--- src/hdl/slsm_pkg.sv ---
// Shared package for the sorted list set merge block.
// Holds list sizing, command and operation codes, and the control/status types.
// No dependencies.
`timescale 1ns / 1ps

package slsm_pkg;

    localparam int LIST_DEPTH = 32;
    localparam int ID_W       = 31;
    localparam int CNT_W      = $clog2(LIST_DEPTH + 1);
    localparam int ADDR_W     = (LIST_DEPTH > 1) ? $clog2(LIST_DEPTH) : 1;

    localparam logic [1:0] CMD_APPEND_FIRST  = 2'd0;
    localparam logic [1:0] CMD_APPEND_SECOND = 2'd1;
    localparam logic [1:0] CMD_RUN           = 2'd2;

    localparam logic [1:0] OP_INTERSECT = 2'd0;
    localparam logic [1:0] OP_UNION     = 2'd1;
    localparam logic [1:0] OP_DIFF      = 2'd2;

    // Commands from the controller to the datapath.
    typedef struct packed {
        logic load;
        logic start;
        logic step;
        logic finish;
    } dp_cmd_t;

    // Status from the datapath back to the controller.
    typedef struct packed {
        logic walk_done;
        logic out_free;
    } dp_status_t;

endpackage

--- src/hdl/slsm_ctrl.sv ---
// Controller state machine for the sorted list set merge block.
// Sequences appends, the merge walk and the closing item; depends on slsm_pkg.
`timescale 1ns / 1ps

module slsm_ctrl (
    input  logic                clk,
    input  logic                rst_n,
    input  logic                req_valid,
    input  logic [1:0]          cmd,
    output logic                req_stall,
    input  slsm_pkg::dp_status_t status,
    output slsm_pkg::dp_cmd_t   dp_cmd
);
    import slsm_pkg::*;

    localparam logic [1:0] ST_IDLE = 2'd0;
    localparam logic [1:0] ST_WALK = 2'd1;
    localparam logic [1:0] ST_DONE = 2'd2;

    logic [1:0] state_reg;
    logic [1:0] state_next;
    logic       accept;

    assign req_stall = (state_reg != ST_IDLE);
    assign accept    = req_valid && !req_stall;

    always_comb
    begin
        state_next = state_reg;
        dp_cmd     = '0;
        unique case (state_reg)
            ST_IDLE:
            begin
                dp_cmd.load = accept;
                if (accept && cmd == CMD_RUN)
                begin
                    dp_cmd.start = 1'b1;
                    state_next   = ST_WALK;
                end
            end
            ST_WALK:
            begin
                dp_cmd.step = 1'b1;
                if (status.walk_done)
                begin
                    state_next = ST_DONE;
                end
            end
            ST_DONE:
            begin
                // The last item (or the empty marker) needs a free output slot.
                dp_cmd.finish = status.out_free;
                if (status.out_free)
                begin
                    state_next = ST_IDLE;
                end
            end
            default:
            begin
                state_next = ST_IDLE;
            end
        endcase
    end

    always_ff @(posedge clk or negedge rst_n)
    begin
        if (!rst_n)
        begin
            state_reg <= ST_IDLE;
        end
        else
        begin
            state_reg <= state_next;
        end
    end

endmodule

--- src/hdl/slsm_dp.sv ---
// Datapath for the sorted list set merge block: the two list memories, counts,
// walk pointers, the held-back last id and the output register; uses slsm_pkg.
`timescale 1ns / 1ps

module slsm_dp (
    input  logic                           clk,
    input  logic                           rst_n,
    input  slsm_pkg::dp_cmd_t              dp_cmd,
    output slsm_pkg::dp_status_t           status,
    input  logic [1:0]                     cmd,
    input  logic [slsm_pkg::ID_W-1:0]      doc_id,
    input  logic [1:0]                     set_op,
    output logic                           rsp_valid,
    input  logic                           rsp_stall,
    output logic [slsm_pkg::ID_W-1:0]      result_id,
    output logic                           is_last,
    output logic                           is_empty,
    output logic                           overflowed
);
    import slsm_pkg::*;

    logic [ID_W-1:0]  first_mem  [LIST_DEPTH];
    logic [ID_W-1:0]  second_mem [LIST_DEPTH];

    logic [CNT_W-1:0] first_cnt_reg;
    logic [CNT_W-1:0] first_cnt_next;
    logic [CNT_W-1:0] second_cnt_reg;
    logic [CNT_W-1:0] second_cnt_next;
    logic             ovf_reg;
    logic             ovf_next;
    logic [1:0]       op_reg;
    logic [CNT_W-1:0] i_reg;
    logic [CNT_W-1:0] i_next;
    logic [CNT_W-1:0] j_reg;
    logic [CNT_W-1:0] j_next;
    logic [ID_W-1:0]  a_reg;
    logic [ID_W-1:0]  b_reg;
    logic             pend_valid_reg;
    logic [ID_W-1:0]  pend_id_reg;
    logic             out_valid_reg;
    logic [ID_W-1:0]  out_id_reg;
    logic             out_last_reg;
    logic             out_empty_reg;
    logic             out_ovf_reg;

    logic             a_ok;
    logic             b_ok;
    logic             take_both;
    logic             take_first;
    logic             take_second;
    logic             emit;
    logic [ID_W-1:0]  emit_id;
    logic             adv_i;
    logic             adv_j;
    logic             out_free;
    logic             step_go;
    logic             push_mid;
    logic             wr_first;
    logic             wr_second;

    assign a_ok     = (i_reg < first_cnt_reg);
    assign b_ok     = (j_reg < second_cnt_reg);
    assign out_free = !out_valid_reg || !rsp_stall;

    assign status.walk_done = !a_ok && !b_ok;
    assign status.out_free  = out_free;

    always_comb
    begin
        take_both   = 1'b0;
        take_first  = 1'b0;
        take_second = 1'b0;
        case (op_reg)
            OP_INTERSECT:
            begin
                take_both = 1'b1;
            end
            OP_UNION:
            begin
                take_both   = 1'b1;
                take_first  = 1'b1;
                take_second = 1'b1;
            end
            OP_DIFF:
            begin
                take_first = 1'b1;
            end
            default:
            begin
                take_both = 1'b0;
            end
        endcase
    end

    // One step of the two-pointer walk on the current list heads.
    always_comb
    begin
        emit    = 1'b0;
        emit_id = a_reg;
        adv_i   = 1'b0;
        adv_j   = 1'b0;
        if (a_ok && b_ok)
        begin
            if (a_reg == b_reg)
            begin
                emit  = take_both;
                adv_i = 1'b1;
                adv_j = 1'b1;
            end
            else if (a_reg < b_reg)
            begin
                emit  = take_first;
                adv_i = 1'b1;
            end
            else
            begin
                emit    = take_second;
                emit_id = b_reg;
                adv_j   = 1'b1;
            end
        end
        else if (a_ok)
        begin
            emit  = take_first;
            adv_i = 1'b1;
        end
        else if (b_ok)
        begin
            emit    = take_second;
            emit_id = b_reg;
            adv_j   = 1'b1;
        end
    end

    // A new id pushes the held one out, so the step waits for a free output slot.
    assign step_go  = dp_cmd.step && !(emit && pend_valid_reg && !out_free);
    assign push_mid = step_go && emit && pend_valid_reg;

    always_comb
    begin
        i_next = i_reg;
        j_next = j_reg;
        if (dp_cmd.start)
        begin
            i_next = '0;
            j_next = '0;
        end
        else if (step_go)
        begin
            if (adv_i)
            begin
                i_next = i_reg + CNT_W'(1);
            end
            if (adv_j)
            begin
                j_next = j_reg + CNT_W'(1);
            end
        end
    end

    assign wr_first  = dp_cmd.load && (cmd == CMD_APPEND_FIRST)
                       && (first_cnt_reg < CNT_W'(LIST_DEPTH));
    assign wr_second = dp_cmd.load && (cmd == CMD_APPEND_SECOND)
                       && (second_cnt_reg < CNT_W'(LIST_DEPTH));

    always_comb
    begin
        first_cnt_next  = first_cnt_reg;
        second_cnt_next = second_cnt_reg;
        ovf_next        = ovf_reg;
        if (dp_cmd.finish)
        begin
            first_cnt_next  = '0;
            second_cnt_next = '0;
            ovf_next        = 1'b0;
        end
        else if (dp_cmd.load)
        begin
            if (wr_first)
            begin
                first_cnt_next = first_cnt_reg + CNT_W'(1);
            end
            if (wr_second)
            begin
                second_cnt_next = second_cnt_reg + CNT_W'(1);
            end
            if ((cmd == CMD_APPEND_FIRST && !wr_first)
                || (cmd == CMD_APPEND_SECOND && !wr_second))
            begin
                ovf_next = 1'b1;
            end
        end
    end

    // List memories; read data follows the next pointer so heads are ready each cycle.
    always_ff @(posedge clk)
    begin
        if (wr_first)
        begin
            first_mem[first_cnt_reg[ADDR_W-1:0]] <= doc_id;
        end
        if (wr_second)
        begin
            second_mem[second_cnt_reg[ADDR_W-1:0]] <= doc_id;
        end
        a_reg <= first_mem[i_next[ADDR_W-1:0]];
        b_reg <= second_mem[j_next[ADDR_W-1:0]];
    end

    always_ff @(posedge clk or negedge rst_n)
    begin
        if (!rst_n)
        begin
            first_cnt_reg  <= '0;
            second_cnt_reg <= '0;
            ovf_reg        <= 1'b0;
            i_reg          <= '0;
            j_reg          <= '0;
            pend_valid_reg <= 1'b0;
            out_valid_reg  <= 1'b0;
        end
        else
        begin
            first_cnt_reg  <= first_cnt_next;
            second_cnt_reg <= second_cnt_next;
            ovf_reg        <= ovf_next;
            i_reg          <= i_next;
            j_reg          <= j_next;
            if (dp_cmd.finish)
            begin
                pend_valid_reg <= 1'b0;
            end
            else if (step_go && emit)
            begin
                pend_valid_reg <= 1'b1;
            end
            if (push_mid || dp_cmd.finish)
            begin
                out_valid_reg <= 1'b1;
            end
            else if (!rsp_stall)
            begin
                out_valid_reg <= 1'b0;
            end
        end
    end

    always_ff @(posedge clk)
    begin
        if (dp_cmd.start)
        begin
            op_reg <= set_op;
        end
        if (step_go && emit)
        begin
            pend_id_reg <= emit_id;
        end
        if (push_mid)
        begin
            out_id_reg    <= pend_id_reg;
            out_last_reg  <= 1'b0;
            out_empty_reg <= 1'b0;
            out_ovf_reg   <= ovf_reg;
        end
        else if (dp_cmd.finish)
        begin
            out_id_reg    <= pend_valid_reg ? pend_id_reg : '0;
            out_last_reg  <= 1'b1;
            out_empty_reg <= !pend_valid_reg;
            out_ovf_reg   <= ovf_reg;
        end
    end

    assign rsp_valid  = out_valid_reg;
    assign result_id  = out_id_reg;
    assign is_last    = out_last_reg;
    assign is_empty   = out_empty_reg;
    assign overflowed = out_ovf_reg;

endmodule

--- src/hdl/sorted_list_set_merge_core.sv ---
// Top level of the sorted list set merge block.
// Joins the controller (slsm_ctrl) and the datapath (slsm_dp); uses slsm_pkg.
`timescale 1ns / 1ps

// Appends (cmd 0 and 1) are taken one per cycle while the block is idle; an
// append to a full list is dropped and sets the overflow flag. A run (cmd 2)
// holds off requests while the merge walks both lists with one list-head
// comparison per cycle while no result waits on a stalled output; each walk
// step advances past one list head, or past both when the heads are equal.
// The controller then sees the walk end and, once the output register is
// free, loads the final item. Each list memory has one read port whose
// registered data follows the walk pointer, which sets the one-compare-
// per-cycle pace. Result transfers come from an output register, and the
// final item carries is_last, or is_empty with a zero id when nothing matched.
module sorted_list_set_merge_core (
    input  logic                      clk,
    input  logic                      rst_n,
    input  logic                      req_valid,
    output logic                      req_stall,
    input  logic [1:0]                cmd,
    input  logic [slsm_pkg::ID_W-1:0] doc_id,
    input  logic [1:0]                set_op,
    output logic                      rsp_valid,
    input  logic                      rsp_stall,
    output logic [slsm_pkg::ID_W-1:0] result_id,
    output logic                      is_last,
    output logic                      is_empty,
    output logic                      overflowed
);
    import slsm_pkg::*;

    dp_cmd_t    dp_cmd;
    dp_status_t status;

    slsm_ctrl u_ctrl (
        .clk       (clk),
        .rst_n     (rst_n),
        .req_valid (req_valid),
        .cmd       (cmd),
        .req_stall (req_stall),
        .status    (status),
        .dp_cmd    (dp_cmd)
    );

    slsm_dp u_dp (
        .clk        (clk),
        .rst_n      (rst_n),
        .dp_cmd     (dp_cmd),
        .status     (status),
        .cmd        (cmd),
        .doc_id     (doc_id),
        .set_op     (set_op),
        .rsp_valid  (rsp_valid),
        .rsp_stall  (rsp_stall),
        .result_id  (result_id),
        .is_last    (is_last),
        .is_empty   (is_empty),
        .overflowed (overflowed)
    );

endmodule

--- config.mk ---
export PLATFORM = sky130hd
export DESIGN_NAME = sorted_list_set_merge_core
export DESIGN_NICKNAME = d
export VERILOG_FILES = /design/src/hdl/slsm_pkg.sv /design/src/hdl/slsm_ctrl.sv /design/src/hdl/slsm_dp.sv /design/src/hdl/sorted_list_set_merge_core.sv
export SDC_FILE = /design/constraint.sdc
export NUM_CORES = 2
export LEC_CHECK = 0
export BUFFER_PORTS_ARGS = -buffer_cell sky130_fd_sc_hd__buf_4
export CORE_MARGIN = 10
export CORE_UTILIZATION = 30
export DETAILED_ROUTE_END_ITERATION = 6
export PLACE_DENSITY_LB_ADDON = 0.15
export RECOVER_POWER = 50
export SLEW_MARGIN = 20
export SYNTH_ARGS = -nofsm -noshare
export SYNTH_HDL_FRONTEND = slang
export SYNTH_SLANG_ARGS = --single-unit
--- constraint.sdc ---
create_clock -name clk -period 8.75 [get_ports clk]
set_input_delay 1.3125 -clock clk [delete_from_list [all_inputs] [get_ports clk]]
set_output_delay 1.3125 -clock clk [all_outputs]
set_load 0.02 [all_outputs]
# After elaboration in Yosys (flattened, before gate mapping)
# Memories as Yosys holds them, arrays and structs flattened. A register that Yosys moved wholly into a read port is not among the register bits.
# Cells that the tools add are included.
# W data, S select, Z words.
# totals
in_bits	39
regBits	96
out_inout_bits	36
memories	2
word_cells	145
ramBits	1984
# mem_list
memory	words	word_bits	rd	rd_clocked_by_memory_dff	wr	line_no	text
u_dp.first_mem	32	31	1	1	1	slsm_dp.sv:22	logic [ID_W-1:0] first_mem [LIST_DEPTH];
u_dp.second_mem	32	31	1	1	1	slsm_dp.sv:23	logic [ID_W-1:0] second_mem [LIST_DEPTH];
# classes
magnitude_cmp	5
add_sub_neg	4
muxes	58
eq_ne	11
n_reduce_logical	49
# ops
cell	count
$mux W31	8
$mux W6	12
$mux W1	33
$eq A31 B31 Y1	1
$lt A31 B31 Y1	1
$add A6 B1 Y6 const B	4
$reduce_bool A2 Y1	10
$logic_and A1 B1 Y1	15
$lt A6 B6 Y1	2
$lt A6 B6 Y1 const B	2
$logic_not A1 Y1	10
$reduce_and A2 Y1	5
$mux W2	4
$eq A2 B1 Y1 const B	3
$eq A2 B2 Y1 const B	3
$logic_not A2 Y1	3
$ne A2 B1 Y1 const B	3
$pmux W2 S3	1
$reduce_or A2 Y1	2
$logic_or A1 B1 Y1	3
$reduce_and A3 Y1	1
$ne A2 B2 Y1 const B	1

# Logic depth before layout (Yosys ltp)
# logic_depth
depth_word	14
depth_mapped	19
ltp_nobuf	14

# Modules after synthesis
# A second synthesis with hierarchy kept.
# unflattened
cells_unflattened	5858
area_unflattened_um2	83018.4
# by_module_without_submodules
mod	seq_area_each_um2	area_per_inst_um2	n_inst	cells_per_inst
slsm_dp	63485.9	82887.0	1	5846
slsm_ctrl	50.0	131.4	1	12

# Least setup slack after synthesis
# OpenSTA, ideal clock, no wires.
# synth_timing
path_kind	flip-flop to flip-flop
start	reg u_dp.second_cnt_reg[2]
end	reg u_dp.out_ovf_reg, in the netlist u_dp.overflowed, enable pin
setup_ns	0.388
setup_slack_ns	1.729
synth_period_minus_slack_ns	7.021
n_path_buf	2
required_time_ns	8.362
stages_incl_launch_ff	12
arrival_ns	6.632
path_cell_list	dfrtp_1 -> clkbuf_1 -> inv_1 -> ha_1 -> a21oi_1 -> o21ai_1 -> a41oi_2 -> o31ai_2 -> clkbuf_1 -> a21oi_1 -> nor4b_1 -> a21o_1
# synth_via
elab_chain_len	11
word_cells_on_any_way	12
classes_between	order compare: 1; mux: 3; reduce/logical: 8
# synth_lines
item	line_no	text
start, declared	slsm_dp.sv:27	logic [CNT_W-1:0] second_cnt_reg;
start signal, assigned	slsm_dp.sv:225	second_cnt_reg <= second_cnt_next;
$lt A6 B6 Y1 (*)	slsm_dp.sv:62	assign b_ok = (j_reg < second_cnt_reg);
$mux W1	slsm_dp.sv:127	else if (b_ok)
$mux W1	slsm_dp.sv:122	else if (a_ok)
$mux W1 (*)	slsm_dp.sv:102	if (a_ok && b_ok)
$logic_and A1 B1 Y1 (2 in a row)	slsm_dp.sv:136	assign step_go = dp_cmd.step && !(emit && pend_valid_reg && !out_free);
$logic_not A1 Y1	slsm_dp.sv:136	
$logic_and A1 B1 Y1	slsm_dp.sv:136	
$logic_and A1 B1 Y1 (*) (2 in a row)	slsm_dp.sv:137	assign push_mid = step_go && emit && pend_valid_reg;
$reduce_bool A2 Y1 (no line) (*)	-	
end signal, assigned	slsm_dp.sv:263	out_ovf_reg <= ovf_reg;
end signal, assigned	slsm_dp.sv:270	out_ovf_reg <= ovf_reg;
end, declared	slsm_dp.sv:44	logic out_ovf_reg;
# Mark *: on every way between the ends. The rest lies on a longest branch, timed or not.
# A chain may end at the register's enable or synchronous reset.

# Final worst setup path
# layout_timing
start	reg u_dp.second_cnt_reg[2]
end	reg u_dp.a_reg[25], read port of u_dp.first_mem
# layout_via
elab_chain_len	10
word_cells_on_any_way	13
classes_between	order compare: 1; mux: 7; reduce/logical: 5
# layout_lines
item	line_no	text
$lt A6 B6 Y1 (*)	slsm_dp.sv:62	
$mux W1	slsm_dp.sv:127	
$mux W1	slsm_dp.sv:122	
$mux W1	slsm_dp.sv:102	
$logic_and A1 B1 Y1 (2 in a row)	slsm_dp.sv:136	
$logic_not A1 Y1	slsm_dp.sv:136	
$logic_and A1 B1 Y1	slsm_dp.sv:136	
$mux W6 (*)	slsm_dp.sv:148	else if (step_go)
$mux W6 (*)	slsm_dp.sv:143	if (dp_cmd.start)
end, declared	slsm_dp.sv:36	logic [ID_W-1:0] a_reg;
# Mark *: on every way between the ends. The rest lies on a longest branch, timed or not. The select of a mux whose other input is x is not followed.

==> impl_metrics.json <==
{
  "core_mm2": 0.294,
  "cts.sinks": 2142,
  "leakagePower_nw": 34.9,
  "ios": 75,
  "tightest_slew_ns": 4.49,
  "synth_ff_type": "edfxtp_1",
  "via_count": 52785,
  "final_util_pct": 34.6,
  "cts_buffers": 240,
  "insertion_delay_ns": 0.92,
  "fin_ws_ns": 2.14,
  "post_dp_cell_area_mm2": 0.0943,
  "final_nets": 6077,
  "design_area_mm2": 0.102,
  "die_y_um": 563,
  "antenna_found_initial": 38,
  "dieArea_mm2": 0.317,
  "outcome": "complete, but fails checks",
  "hpwlAfterDp_um": 163000,
  "rsz0062_at_grt": "no",
  "cts_root_buf": "clkbuf_16",
  "hp-class": "register to register",
  "grt_pass1_wl_um": 415000,
  "grt_max_degree": 154,
  "drt_pass1_iterations": 5,
  "cts_hold_buf": 0,
  "grt_overflow_total": 0,
  "post_cts_resized": 0,
  "htreeDepth": 4,
  "worstPathRequired_ns": 9.42,
  "syn_area_mm2": 0.0884,
  "synthDistinctLibCells": 70,
  "syn-num-nets": 6052,
  "clkTransAtPathRegs_ns": 0.06,
  "initial_core_util_pct": 30.1,
  "core.rowCount": 199,
  "clock_skew_ns": 0.0624,
  "seq_area_frac_synth_pct": 71.9,
  "tritoncts": "done",
  "cts_setup_buffers": 0,
  "area_growth_pct": 15.0,
  "gp_congestion": 0.792,
  "path_class": "register to register",
  "portBuffers": 74,
  "synth-async-reset-ratio_pct": 1.35,
  "end_kind": "register",
  "violations": "max-capacitance violations, max-slew violations",
  "syn_inst": 5960,
  "period_share_pct": 75.5,
  "drc": 0,
  "slew_viol_final": 2094,
  "avgSynthCellArea_um2": 14.8,
  "dp_worst_setup_slack_ns": 2.33,
  "routed_wl_um": 298000,
  "vias_per_cell": 5.22,
  "cp_max_fo": 24,
  "report.final.hold_viol_count": 0,
  "grt_use_total_pct": 18.0,
  "slowest_delay_ns": 0.89,
  "finalSetupTns_ns": 0,
  "finalNonFillerCells": 10114,
  "slowest_stage": "nor4_2",
  "clockBufferDepth": 4,
  "worstPathArrival_ns": 7.28,
  "drtIter0Drc": 5346,
  "crit_chain": "inv_1, ha_1, a21oi_1, o21ai_0, a41oi_1, o211ai_1, and2_1, o31ai_1, nor4b_1, a2111oi_0, or2_2, o22ai_1, nor4_2",
  "drtAntennaViolNets": 0,
  "synth_edf_count": 2049,
  "dp_cells": 9661,
  "max_cap_violations": 36,
  "peakVddDrop_mv": 0.333,
  "cp-start-kind": "register",
  "finalCriticalPeriod_ns": 6.61,
  "ys_ff_latch": 2142,
  "post_drt_wl_per_cell_um": 29.4,
  "cellPowerDensity_mw_per_mm2": 367,
  "drive_gt1_share_pct": 11.4,
  "max_freq_mhz": 151,
  "max-slew-margin-rel_pct": -199,
  "die_x_um": 563,
  "yosysWarnings": 0,
  "finalSetupViolCount": 0,
  "grt_pass1_vias": 51336
}
[logic make-up after synthesis]
family | synth area share [%]
compound gates | 9.55
xor+xnor | 0.147
fa+ha+maj | 0.750
buf+inv | 2.37
flops | 71.9
mux | 8.74
simple gates | 6.54
[worst max-delay path, delay by kind of cell, from the launching register on]
family	cells	cell delay (ns)
AOI/OAI and AO/OA	7	3.41
adders and majority gates	1	0.32
buffers and inverters	1	0.14
DFF	1	0.47
and+or+nand+nor	4	2.01
[path summary, 6_finish.rpt]
| check | startpoint | cells past startpoint | endpoint | slack [ns] |
|---|---|---|---|---|
| setup / recovery | u_dp.second_cnt_reg[2] | 13 | u_dp.a_reg[25] | 2.14 |
| min in group asynchronous | rst_n | 1 | u_ctrl.state_reg[0] | 0.95 |
| hold reg to reg | u_dp.ovf_reg | 0 | u_dp.overflowed | 0.46 |
| hold / removal | u_dp.ovf_reg | 0 | u_dp.overflowed | 0.46 |
| max in group asynchronous | rst_n | 1 | u_dp.pend_valid_reg | 6.68 |
| setup reg to reg | u_dp.second_cnt_reg[2] | 13 | u_dp.a_reg[25] | 2.14 |
[synthesized netlist by cell type, drive strengths merged (32+ instances only)]
library cell	number	area share [%]
and2	35	0.25
a211oi	61	0.52
a21oi	176	1.0
nand4	195	1.4
a21boi	182	1.5
mux2	64	0.82
ha	53	0.75
o21ai	324	1.8
dfxtp	64	1.4
and4	32	0.32
edfxtp	2049	70
o211ai	185	1.6
clkbuf	340	1.4
nand2	598	2.5
buf	125	0.70
inv	52	0.22
and3	134	0.95
nor2	103	0.44
o22ai	253	1.8
mux2i	631	7.2
nor4	38	0.27
[area by class of cell]
| type | count | area (µm²) |
|---|---|---|
| fillers | 28090 | 192000 |
| flip-flops and latches | 2142 | 63500 |
| multi-input cells | 3299 | 23500 |
| clock buffers | 331 | 6540 |
| well taps | 3919 | 4900 |
| repair buffers | 248 | 1860 |
| clock inverters | 102 | 1020 |
| inverters | 54 | 210 |
| diodes | 19 | 47.5 |
[stage by stage]
step	power, mW	hold WS (ns)
finish	37.3	0.461
global route	39.0	0.488
CTS	37.7	0.323
detailed placement	27.8	0.441
global placement	27.8	0.439
floorplan	22.0	0.426
[per-layer routing]
layer  GRT usage [%]  wire length [µm]
met5               0                12
met4            4.62              7860
met3            2.02             14700
met2            30.1            143000
met1            25.0            132000
[power breakdown]
part           internal (mW)  total (mW)  switching, mW
Combinational           5.21        15.2           10.0
Sequential              11.8        12.2          0.414
Clock                   5.71        9.86           4.15
[cell usage in the layout (no fill, tap or decap), types with 23 or more instances in the layout]
master / count
a21boi_0: 182
nand3_1: 23
nand4_1: 195
nor4_1: 25
o211ai_1: 185
clkinv_2: 29
mux2i_1: 629
and3_1: 133
a22oi_1: 30
clkbuf_1: 144
nor2_1: 39
and2_0: 30
a21oi_1: 175
a211oi_1: 60
clkbuf_16: 241
clkinv_1: 48
dfrtp_1: 29
nor2_4: 62
and4_1: 32
mux2_2: 64
nand2_1: 596
buf_4: 156
ha_1: 53
inv_1: 51
o22ai_1: 253
edfxtp_1: 2049
o21ai_0: 312
mux4_2: 30
dfxtp_1: 64
o2bb2ai_1: 31
No activity file was read; power rests on OpenSTA's default activity.
